**config.mk**
```make
export PLATFORM = sky130hd
export DESIGN_NAME = escaped_frame_encoder_flat
export DESIGN_NICKNAME = d
export VERILOG_FILES = /design/src/rtl/efe_pkg.sv /design/src/rtl/efe_in_if.sv /design/src/rtl/efe_out_if.sv /design/src/rtl/efe_stuffer.sv /design/src/rtl/escaped_frame_encoder.sv /design/src/flat_wrapper.sv
export SDC_FILE = /design/constraint.sdc
export NUM_CORES = 1
export LEC_CHECK = 0
export ABC_AREA = 1
export BUFFER_PORTS_ARGS = -buffer_cell sky130_fd_sc_hd__buf_4
export CAP_MARGIN = 0
export CORE_MARGIN = 3
export CORE_UTILIZATION = 61
export CTS_BUF_LIST = sky130_fd_sc_hd__clkbuf_2 sky130_fd_sc_hd__clkbuf_4 sky130_fd_sc_hd__clkbuf_8
export DETAILED_ROUTE_END_ITERATION = 8
export PLACE_DENSITY = 0.81
export REMOVE_ABC_BUFFERS = 1
export SLEW_MARGIN = 20
export SYNTH_ARGS = -nofsm -noshare
export SYNTH_HDL_FRONTEND = slang
export SYNTH_SLANG_ARGS = --single-unit
```
**constraint.sdc**
```tcl
create_clock -name clk -period 2.9 [get_ports clk]
set_input_delay 0 -clock clk [delete_from_list [all_inputs] [get_ports clk]]
set_output_delay 0 -clock clk [all_outputs]
set_load 0.05 [all_outputs]
```
**src/rtl/efe_pkg.sv**
```systemverilog
// ----------------------------------------------------------------------------
// efe_pkg
// Shared types and constants of the escaped frame encoder: register indexes,
// reset values of the symbol and command registers, and the frame record
// that travels from the item register to the byte stuffer.
// ----------------------------------------------------------------------------
package efe_pkg;

  // Register indexes on the configuration port
  typedef enum logic [2:0] {
    CFG_END_SYM    = 3'd0,
    CFG_ESC_SYM    = 3'd1,
    CFG_END_REPL   = 3'd2,
    CFG_ESC_REPL   = 3'd3,
    CFG_SINGLE_CMD = 3'd4,
    CFG_MULTI_CMD  = 3'd5
  } efe_cfg_idx_t;

  localparam int unsigned CFG_IDX_W  = 3;
  localparam int unsigned CFG_DATA_W = 8;

  // Register reset values (SLIP symbols, default command codes)
  localparam logic [7:0] RST_END_SYM    = 8'd192;
  localparam logic [7:0] RST_ESC_SYM    = 8'd219;
  localparam logic [7:0] RST_END_REPL   = 8'd220;
  localparam logic [7:0] RST_ESC_REPL   = 8'd221;
  localparam logic [7:0] RST_SINGLE_CMD = 8'd1;
  localparam logic [7:0] RST_MULTI_CMD  = 8'd2;

  // Frame modes, taken from the command field of a frame's first item
  localparam logic MODE_SINGLE = 1'b0;
  localparam logic MODE_MULTI  = 1'b1;

  // Payload byte counts per item
  localparam logic [2:0] NB_SINGLE_FIRST = 3'd4;
  localparam logic [2:0] NB_MULTI_FIRST  = 3'd3;
  localparam logic [2:0] NB_VALUE_ONLY   = 3'd2;

  // Symbols the stuffer needs
  typedef struct packed {
    logic [7:0] end_sym;
    logic [7:0] esc_sym;
    logic [7:0] end_repl;
    logic [7:0] esc_repl;
  } efe_stuff_cfg_t;

  // One item's unstuffed payload, byte 0 goes out first
  typedef struct packed {
    logic [3:0][7:0] bytes;
    logic [2:0]      nbytes;
    logic            close;
  } efe_frame_t;

endpackage

```
**src/rtl/efe_in_if.sv**
```systemverilog
// ----------------------------------------------------------------------------
// efe_in_if
// Input channel: one 16-bit channel value per item, with frame controls.
// ----------------------------------------------------------------------------
interface efe_in_if;
  logic        valid;
  logic        ready;
  logic        command;
  logic [7:0]  channel;
  logic [15:0] value;
  logic        last_value;

  modport source (output valid, output command, output channel, output value,
                  output last_value, input ready);
  modport sink   (input valid, input command, input channel, input value,
                  input last_value, output ready);
endinterface

```
**src/rtl/efe_out_if.sv**
```systemverilog
// ----------------------------------------------------------------------------
// efe_out_if
// Output channel: one stuffed wire byte per item.
// ----------------------------------------------------------------------------
interface efe_out_if;
  logic       valid;
  logic       ready;
  logic [7:0] out_byte;
  logic       last_of_run;
  logic       frame_end;

  modport source (output valid, output out_byte, output last_of_run,
                  output frame_end, input ready);
  modport sink   (input valid, input out_byte, input last_of_run,
                  input frame_end, output ready);
endinterface

```
**src/rtl/efe_stuffer.sv**
```systemverilog
// ----------------------------------------------------------------------------
// efe_stuffer
// Walks one frame record byte by byte, inserting escape pairs and the closing
// end symbol, into a registered output stage. One wire byte per cycle while the receiver is ready.
// ----------------------------------------------------------------------------
module efe_stuffer (
  input  logic                   clk,
  input  logic                   rst_n,
  input  efe_pkg::efe_stuff_cfg_t cfg,
  input  logic                   frame_valid,
  input  efe_pkg::efe_frame_t    frame,
  output logic                   frame_take,
  efe_out_if.source              out_ch
);

  // Work register: record being stuffed
  logic                ser_valid_r, ser_valid_nxt;
  efe_pkg::efe_frame_t ser_r, ser_nxt;
  logic [2:0]          idx_r, idx_nxt;
  logic                esc_phase_r, esc_phase_nxt;

  // Output register
  logic       out_valid_r, out_valid_nxt;
  logic [7:0] out_byte_r, out_byte_nxt;
  logic       last_r, last_nxt;
  logic       fe_r, fe_nxt;

  logic       load, emit;
  logic [7:0] cur;
  logic [7:0] byte_c;
  logic       fe_c, step_done, item_done;
  logic [2:0] idx_inc;

  assign load    = !out_valid_r || out_ch.ready;
  assign emit    = ser_valid_r && load;
  assign cur     = ser_r.bytes[idx_r[1:0]];
  assign idx_inc = idx_r + 3'd1;

  // Pick the byte for this cycle
  always_comb begin
    byte_c    = cur;
    fe_c      = 1'b0;
    step_done = 1'b0;
    if (esc_phase_r) begin
      // second half of an escape pair; end match wins on a symbol clash
      byte_c    = (cur == cfg.end_sym) ? cfg.end_repl : cfg.esc_repl;
      step_done = 1'b1;
    end else if (idx_r != ser_r.nbytes) begin
      if (cur == cfg.end_sym || cur == cfg.esc_sym) begin
        byte_c = cfg.esc_sym;
      end else begin
        byte_c    = cur;
        step_done = 1'b1;
      end
    end else begin
      // payload done, close the frame
      byte_c = cfg.end_sym;
      fe_c   = 1'b1;
    end
  end

  assign item_done  = fe_c || (step_done && idx_inc == ser_r.nbytes && !ser_r.close);
  assign frame_take = !ser_valid_r || (emit && item_done);

  // Work register next state
  always_comb begin
    ser_valid_nxt = ser_valid_r;
    ser_nxt       = ser_r;
    idx_nxt       = idx_r;
    esc_phase_nxt = esc_phase_r;
    if (frame_take) begin
      ser_valid_nxt = frame_valid;
      ser_nxt       = frame;
      idx_nxt       = 3'd0;
      esc_phase_nxt = 1'b0;
    end else if (emit) begin
      if (step_done) begin
        idx_nxt       = idx_inc;
        esc_phase_nxt = 1'b0;
      end else begin
        esc_phase_nxt = 1'b1;
      end
    end
  end

  // Output register next state
  always_comb begin
    out_valid_nxt = out_valid_r;
    out_byte_nxt  = out_byte_r;
    last_nxt      = last_r;
    fe_nxt        = fe_r;
    if (load) begin
      out_valid_nxt = ser_valid_r;
      out_byte_nxt  = byte_c;
      last_nxt      = item_done;
      fe_nxt        = fe_c;
    end
  end

  always_ff @(posedge clk) begin
    if (!rst_n) begin
      ser_valid_r <= 1'b0;
      idx_r       <= 3'd0;
      esc_phase_r <= 1'b0;
      out_valid_r <= 1'b0;
    end else begin
      ser_valid_r <= ser_valid_nxt;
      idx_r       <= idx_nxt;
      esc_phase_r <= esc_phase_nxt;
      out_valid_r <= out_valid_nxt;
    end
  end

  always_ff @(posedge clk) begin
    ser_r      <= ser_nxt;
    out_byte_r <= out_byte_nxt;
    last_r     <= last_nxt;
    fe_r       <= fe_nxt;
  end

  assign out_ch.valid       = out_valid_r;
  assign out_ch.out_byte    = out_byte_r;
  assign out_ch.last_of_run = last_r;
  assign out_ch.frame_end   = fe_r;

endmodule

```
**src/rtl/escaped_frame_encoder.sv**
```systemverilog
// ----------------------------------------------------------------------------
// escaped_frame_encoder
// Servo command frame builder with SLIP-style byte stuffing.
// ----------------------------------------------------------------------------
// Usage:
//   in_ch  (valid/ready): one 16-bit channel value per item. The first item of
//          a frame picks the mode from command; single mode also sends channel.
//          A single-mode frame closes after its item, a multi-mode frame on the
//          item with last_value set.
//   out_ch (valid/ready): one wire byte per item. last_of_run marks the last
//          byte caused by an input item, frame_end marks the closing end symbol.
//   cfg_*: write-only symbol and command registers; write only while idle.
// Path: item register, then the stuffer's work register, then the output register.
// Throughput: the stuffer sends one byte per cycle while the receiver is ready;
//   an item makes 2 to 9 wire bytes (3 for a two-byte value plus end symbol); an item
//   register in front lets the next item be taken while one is being sent.
// Reset (rst_n low, synchronous): registers return to the SLIP defaults and
//   no frame is open; all items in flight are dropped.
// Receiver stall: the output byte holds, the stuffer and item register fill,
//   then in_ch.ready falls until bytes move again.
// ----------------------------------------------------------------------------
module escaped_frame_encoder (
  input  logic                          clk,
  input  logic                          rst_n,
  efe_in_if.sink                        in_ch,
  efe_out_if.source                     out_ch,
  input  logic                          cfg_we,
  input  logic [efe_pkg::CFG_IDX_W-1:0]  cfg_index,
  input  logic [efe_pkg::CFG_DATA_W-1:0] cfg_data
);

  // Configuration registers
  logic [7:0] end_sym_r, esc_sym_r, end_repl_r, esc_repl_r;
  logic [7:0] single_cmd_r, multi_cmd_r;

  always_ff @(posedge clk) begin
    if (!rst_n) begin
      end_sym_r    <= efe_pkg::RST_END_SYM;
      esc_sym_r    <= efe_pkg::RST_ESC_SYM;
      end_repl_r   <= efe_pkg::RST_END_REPL;
      esc_repl_r   <= efe_pkg::RST_ESC_REPL;
      single_cmd_r <= efe_pkg::RST_SINGLE_CMD;
      multi_cmd_r  <= efe_pkg::RST_MULTI_CMD;
    end else if (cfg_we) begin
      unique case (cfg_index)
        efe_pkg::CFG_END_SYM:    end_sym_r    <= cfg_data;
        efe_pkg::CFG_ESC_SYM:    esc_sym_r    <= cfg_data;
        efe_pkg::CFG_END_REPL:   end_repl_r   <= cfg_data;
        efe_pkg::CFG_ESC_REPL:   esc_repl_r   <= cfg_data;
        efe_pkg::CFG_SINGLE_CMD: single_cmd_r <= cfg_data;
        efe_pkg::CFG_MULTI_CMD:  multi_cmd_r  <= cfg_data;
        default: ;
      endcase
    end
  end

  // Frame tracking and item register
  logic                in_frame_r, in_frame_nxt;
  logic                frame_mode_r, frame_mode_nxt;
  logic                hold_valid_r, hold_valid_nxt;
  efe_pkg::efe_frame_t hold_r, hold_nxt;
  efe_pkg::efe_frame_t frame_c;
  logic                mode_c;
  logic                accept, frame_take;
  logic [7:0]          val_lo, val_hi;

  assign val_lo = in_ch.value[7:0];
  assign val_hi = in_ch.value[15:8];
  assign accept = in_ch.valid && in_ch.ready;
  assign in_ch.ready = !hold_valid_r || frame_take;

  // Build the unstuffed payload of the incoming item
  always_comb begin
    mode_c        = in_frame_r ? frame_mode_r : in_ch.command;
    frame_c.close = (mode_c == efe_pkg::MODE_SINGLE) || in_ch.last_value;
    if (!in_frame_r && mode_c == efe_pkg::MODE_SINGLE) begin
      frame_c.bytes  = {val_hi, val_lo, in_ch.channel, single_cmd_r};
      frame_c.nbytes = efe_pkg::NB_SINGLE_FIRST;
    end else if (!in_frame_r) begin
      frame_c.bytes  = {8'd0, val_hi, val_lo, multi_cmd_r};
      frame_c.nbytes = efe_pkg::NB_MULTI_FIRST;
    end else begin
      frame_c.bytes  = {8'd0, 8'd0, val_hi, val_lo};
      frame_c.nbytes = efe_pkg::NB_VALUE_ONLY;
    end
  end

  always_comb begin
    in_frame_nxt   = in_frame_r;
    frame_mode_nxt = frame_mode_r;
    hold_nxt       = hold_r;
    hold_valid_nxt = hold_valid_r;
    if (accept) begin
      in_frame_nxt   = !frame_c.close;
      frame_mode_nxt = mode_c;
      hold_nxt       = frame_c;
      hold_valid_nxt = 1'b1;
    end else if (frame_take) begin
      hold_valid_nxt = 1'b0;
    end
  end

  always_ff @(posedge clk) begin
    if (!rst_n) begin
      in_frame_r   <= 1'b0;
      frame_mode_r <= efe_pkg::MODE_SINGLE;
      hold_valid_r <= 1'b0;
    end else begin
      in_frame_r   <= in_frame_nxt;
      frame_mode_r <= frame_mode_nxt;
      hold_valid_r <= hold_valid_nxt;
    end
  end

  always_ff @(posedge clk) begin
    hold_r <= hold_nxt;
  end

  // Byte stuffer and output stage
  efe_pkg::efe_stuff_cfg_t stuff_cfg;
  assign stuff_cfg = '{end_sym:  end_sym_r,  esc_sym:  esc_sym_r,
                       end_repl: end_repl_r, esc_repl: esc_repl_r};

  efe_stuffer u_stuffer (
    .clk         (clk),
    .rst_n       (rst_n),
    .cfg         (stuff_cfg),
    .frame_valid (hold_valid_r),
    .frame       (hold_r),
    .frame_take  (frame_take),
    .out_ch      (out_ch)
  );

endmodule

```
**src/flat_wrapper.sv**
```systemverilog
// flat-port wrapper written by rule: the top's interface ports become plain ports
module escaped_frame_encoder_flat 
  (clk, rst_n, cfg_we, cfg_index, cfg_data, in_ch_valid, in_ch_command, in_ch_channel, in_ch_value, in_ch_last_value, in_ch_ready, out_ch_valid, out_ch_out_byte, out_ch_last_of_run, out_ch_frame_end, out_ch_ready);
  efe_in_if in_ch_i ();
  efe_out_if out_ch_i ();
  input  logic clk;
  input  logic rst_n;
  input  logic cfg_we;
  input  logic [efe_pkg::CFG_IDX_W-1:0] cfg_index;
  input  logic [efe_pkg::CFG_DATA_W-1:0] cfg_data;
  input wire logic [$bits(in_ch_i.valid)-1:0] in_ch_valid;
  input wire logic [$bits(in_ch_i.command)-1:0] in_ch_command;
  input wire logic [$bits(in_ch_i.channel)-1:0] in_ch_channel;
  input wire logic [$bits(in_ch_i.value)-1:0] in_ch_value;
  input wire logic [$bits(in_ch_i.last_value)-1:0] in_ch_last_value;
  output wire logic [$bits(in_ch_i.ready)-1:0] in_ch_ready;
  output wire logic [$bits(out_ch_i.valid)-1:0] out_ch_valid;
  output wire logic [$bits(out_ch_i.out_byte)-1:0] out_ch_out_byte;
  output wire logic [$bits(out_ch_i.last_of_run)-1:0] out_ch_last_of_run;
  output wire logic [$bits(out_ch_i.frame_end)-1:0] out_ch_frame_end;
  input wire logic [$bits(out_ch_i.ready)-1:0] out_ch_ready;
  assign in_ch_i.valid = in_ch_valid;
  assign in_ch_i.command = in_ch_command;
  assign in_ch_i.channel = in_ch_channel;
  assign in_ch_i.value = in_ch_value;
  assign in_ch_i.last_value = in_ch_last_value;
  assign in_ch_ready = in_ch_i.ready;
  assign out_ch_valid = out_ch_i.valid;
  assign out_ch_out_byte = out_ch_i.out_byte;
  assign out_ch_last_of_run = out_ch_i.last_of_run;
  assign out_ch_frame_end = out_ch_i.frame_end;
  assign out_ch_i.ready = out_ch_ready;
  escaped_frame_encoder u_core (.clk(clk), .rst_n(rst_n), .in_ch(in_ch_i), .out_ch(out_ch_i), .cfg_we(cfg_we), .cfg_index(cfg_index), .cfg_data(cfg_data));
endmodule
```
==> PnR_summary.wiki <==
{| class="wikitable"
! Metric !! Value
|-
| Maximum clock insertion buffer count || 2
|-
| Height of the die || 105 um
|-
| Std-Cell Rows || 35
|-
| Via count of the first global-routing pass || 5169
|-
| Most repeated cell in the gate-level netlist after synthesis || sky130_fd_sc_hd__nand2_1
|-
| Input/output buffers || 53
|-
| Initial antenna violation count || 0
|-
| Worst supply voltage drop on vdd || 0.510 mV
|-
| Endpoint kind of the worst setup timing path || output pin
|-
| Wire length per cell after detailed routing || 18.1 um
|-
| Final nets || 790
|-
| CP Cell Sequence || buf_4 > nand2_1 > nand3_1 > nand2_1 > nand2_1 > nand2_1 > inv_1 > nand2_1 > nor2_2 > nand2_4 > nand2_4 > nand2_2 > nand2_2 > nand2_4 > nand2_2 > nand3_4 > buf_4
|-
| Worst setup skew after layout || 0.0206 ns
|-
| Count of placed standard cells in the final layout, fillers left out || 889
|-
| Headroom to the max-slew limit || 42.0%
|-
| Drt via density || 5.72
|-
| Most used flip-flop cell after synthesis || sky130_fd_sc_hd__edfxtp_1
|-
| Leakage power total || 3.20 nW
|-
| Achievable clock frequency || 364 MHz
|-
| Fraction of layout instances using a drive strength above 1 || 18.6%
|-
| Yosys Warn Count || 0
|-
| Post-layout util || 79.7%
|-
| Cell Count Post-Placement || 802
|-
| Most Frequent Cell on Critical Path || sky130_fd_sc_hd__nand2_1
|-
| Required time reported for the critical path endpoint || 2.90 ns
|-
| H-tree level count || 4
|-
| Total I/O pin count || 54
|-
| Growth of design area from synthesis to finish || 24.9%
|-
| Setup Crit Path Kind || flop to output pin
|-
| Hold violation count in the final report || 0
|-
| Area leader, netlist || sky130_fd_sc_hd__edfxtp_1
|-
| Count of buffering cells on the critical path with inverters included || 3
|-
| Result of the run || complete, no violations
|-
| Area enclosed by the die boundary || 0.0111 mm2
|-
| FILL cells || 587
|-
| Seq cells post-synth || 139
|-
| Slowest stage cell on the critical path || sky130_fd_sc_hd__dfxtp_2
|-
| Total CTS buffers || 17
|-
| Core footprint || 0.00942 mm2
|-
| Number of nets with antenna violations after detailed routing || 0
|-
| Share of the synthesized area in the top cell type || 41.0%
|-
| Sequential fraction of the synthesis area || 60.0%
|-
| Violation count after the first detailed-route iteration || 477
|-
| Setup repair after global routing missed its margin || false
|-
| Clock edge transition at the registers on the reported setup and hold paths || 0.08 ns
|-
| Transition at the pin with the smallest max-transition slack || 0.864 ns
|-
| Maximum net fanout on the critical path || 12
|-
| Global-route wire length before repair || 25600 um
|-
| Number of vias in the routed layout || 5083
|-
| Slowest Stage Delay on Critical Path || 0.46 ns
|-
| Final GP Congestion || 0.904
|-
| Final period demand of the worst path || 2.74 ns
|-
| Total wire length || 16100 um
|-
| HP Class || primary input to flop
|-
| Maximum number of pins on one net before global-route repair || 54
|-
| Synth cell count leaders || 155 x sky130_fd_sc_hd__nand2_1, 82 x sky130_fd_sc_hd__edfxtp_1, 62 x sky130_fd_sc_hd__nor2_1, 57 x sky130_fd_sc_hd__dfxtp_1, 56 x sky130_fd_sc_hd__inv_1
|-
| # Post-CTS Setup Buffers || 0
|-
| Starting density of the core || 63.8%
|-
| Ys async rst share || 0%
|-
| Latest clock arrival within the worst-skew pair || 0.45 ns
|-
| Iteration count of the initial detailed-routing pass || 7
|-
| Total global routing track utilization || 30.0%
|-
| Post-DP HPWL || 10200 um
|-
| Max cap viols || 0
|-
| Clock tree from TritonCTS || done
|-
| Cell class contributing the biggest share of worst-path delay || simple AND/OR/NAND/NOR gates
|-
| Remaining DRCs || 0
|-
| Remaining Overflow, GRT || 0
|-
| Cells after synthesis || 632
|-
| Max Transition Viols Final || 0
|-
| Synthesized area divided by synthesized cell count || 9.50 um2
|-
| Arrival time of the worst setup path || 2.74 ns
|-
| Biggest area contributors in the synthesized netlist || sky130_fd_sc_hd__edfxtp_1 41%, sky130_fd_sc_hd__dfxtp_1 19%, sky130_fd_sc_hd__nand2_1 9.7%, sky130_fd_sc_hd__nor2_1 3.9%, sky130_fd_sc_hd__nand3_1 3.8%
|-
| Crit start category || flop
|-
| Final Setup Violations || 0
|-
| Power density over the cells || 635 mW/mm2
|-
| Number of enable-type register cells in the synthesized netlist || 82
|-
| Final antenna diode count || 0
|-
| Clock sink total || 139
|-
| Count of unique library cells instantiated by Yosys || 33
|-
| Aggregate negative setup slack || 0 ns
|-
| Ratio of final minimum period to clock period || 94.6%
|-
| Die extent in x || 105 um
|-
| Post-Syn Area || 0.00601 mm2
|-
| Clk root buf || sky130_fd_sc_hd__clkbuf_8
|}
[per-layer routing]
metal / GRT usage [%] / vias up / share of wire (%)
met5: 0 / - / 0
met4: 15.4 / 0 / 4.4
met3: 6.18 / 56 / 6.7
met2: 51.3 / 247 / 50
met1: 35.7 / 2402 / 39
li1: - / 2378 / -
[registers in the layout, indices dropped and copies added, names as in the netlist, 3 cells and up]
| signal | cells |
|---|---|
| u_core.single_cmd_r | 8 |
| u_core.u_stuffer.out_ch.out_byte | 8 |
| u_core.end_repl_r | 8 |
| u_core.esc_repl_r | 8 |
| u_core.hold_r | 36 |
| u_core.u_stuffer.idx_r | 3 |
| u_core.multi_cmd_r | 8 |
| u_core.end_sym_r | 8 |
| u_core.esc_sym_r | 8 |
| u_core.u_stuffer.ser_r | 36 |
[logic make-up (layout without fill, tap and decap cells)]
| kind of cell | count (synthesis) | after routing | synth area share [%] |
|---|---|---|---|
| flops | 139 | 139 | 60.0 |
| xor+xnor | 4 | 4 | 0.583 |
| buf+inv | 81 | 209 | 5.67 |
| fa+ha+maj | 1 | 1 | 0.208 |
| simple gates | 304 | 304 | 22.5 |
| compound gates | 103 | 103 | 11.0 |
[cell usage in the layout, fill, tap and decap left out, types with 2 or more instances in the layout]
cell type,count
sky130_fd_sc_hd__o221ai_1,10
sky130_fd_sc_hd__nor2_1,61
sky130_fd_sc_hd__dfxtp_1,56
sky130_fd_sc_hd__clkinv_4,2
sky130_fd_sc_hd__nand3_2,7
sky130_fd_sc_hd__o21ai_0,36
sky130_fd_sc_hd__edfxtp_1,82
sky130_fd_sc_hd__nand2_4,3
sky130_fd_sc_hd__inv_1,56
sky130_fd_sc_hd__a21oi_1,13
sky130_fd_sc_hd__o211ai_1,28
sky130_fd_sc_hd__nand3_1,46
sky130_fd_sc_hd__a22oi_1,7
sky130_fd_sc_hd__o22ai_1,5
sky130_fd_sc_hd__clkbuf_2,2
sky130_fd_sc_hd__dlygate4sd3_1,55
sky130_fd_sc_hd__nand2_1,155
sky130_fd_sc_hd__nor2_2,3
sky130_fd_sc_hd__nand2_2,15
sky130_fd_sc_hd__nor3_1,3
sky130_fd_sc_hd__xnor2_1,2
sky130_fd_sc_hd__xor2_1,2
sky130_fd_sc_hd__or2_2,9
sky130_fd_sc_hd__a21oi_2,4
sky130_fd_sc_hd__inv_2,2
sky130_fd_sc_hd__bufinv_16,3
sky130_fd_sc_hd__inv_4,3
sky130_fd_sc_hd__inv_6,5
sky130_fd_sc_hd__clkbuf_8,17
sky130_fd_sc_hd__buf_4,61
[worst min-delay path: stages]
cell and delay (ns):
sky130_fd_sc_hd__buf_4 0.08, sky130_fd_sc_hd__inv_1 0.08, sky130_fd_sc_hd__o211ai_1 0.18
[final cells by class]
type                    count  area (um2)  area share, %
multi-input cells         412        2060           27.5
clock inverters            12         160           2.13
clock buffers              20         251           3.35
well taps                 129         161           2.15
inverters                  60         233           3.10
repair buffers            117        1030           13.7
flip-flops and latches    139        3600           48.0
[final timing paths]
check                                                from                   endpoint  slack [ns]  cells past startpoint
worst max register to register  u_core.u_stuffer.idx_r[0]           u_core.hold_r[4]        0.19                     19
worst min register to register           u_core.hold_r[2]  u_core.u_stuffer.ser_r[2]        0.42                      0
worst min-delay path                       in_ch_value[1]           u_core.hold_r[5]        0.01                      3
worst max-delay path            u_core.u_stuffer.idx_r[0]                in_ch_ready        0.16                     17
[power breakdown]
group | switching [mW] | total [mW] | internal [mW]
logic | 0.456 | 0.723 | 0.267
clock network | 0.778 | 1.66 | 0.880
registers | 0.0823 | 2.38 | 2.30
[metrics by stage]
step / instance area [um2] / hold slack [ns] / power (mW) / setup slack (ns)
after floorplan: 5900 / 0.0841 / 2.79 / -0.189
after global placement: 6540 / 0.279 / 3.02 / 0.360
after detailed placement: 6540 / 0.282 / 3.05 / 0.229
after CTS: 7500 / 0.0184 / 4.73 / 0.0636
after global routing: 7500 / 0.0215 / 4.91 / 0.0476
final: 7500 / 0.0112 / 4.76 / 0.156
[what timing repair did]
item | CTS | global route
hold buffers | 55 | 0
resized for setup | 0 | 2
setup endpoints to repair | 0 | 80
hold endpoints to repair | 84 | 0
Power figures use the tool's default switching activity.
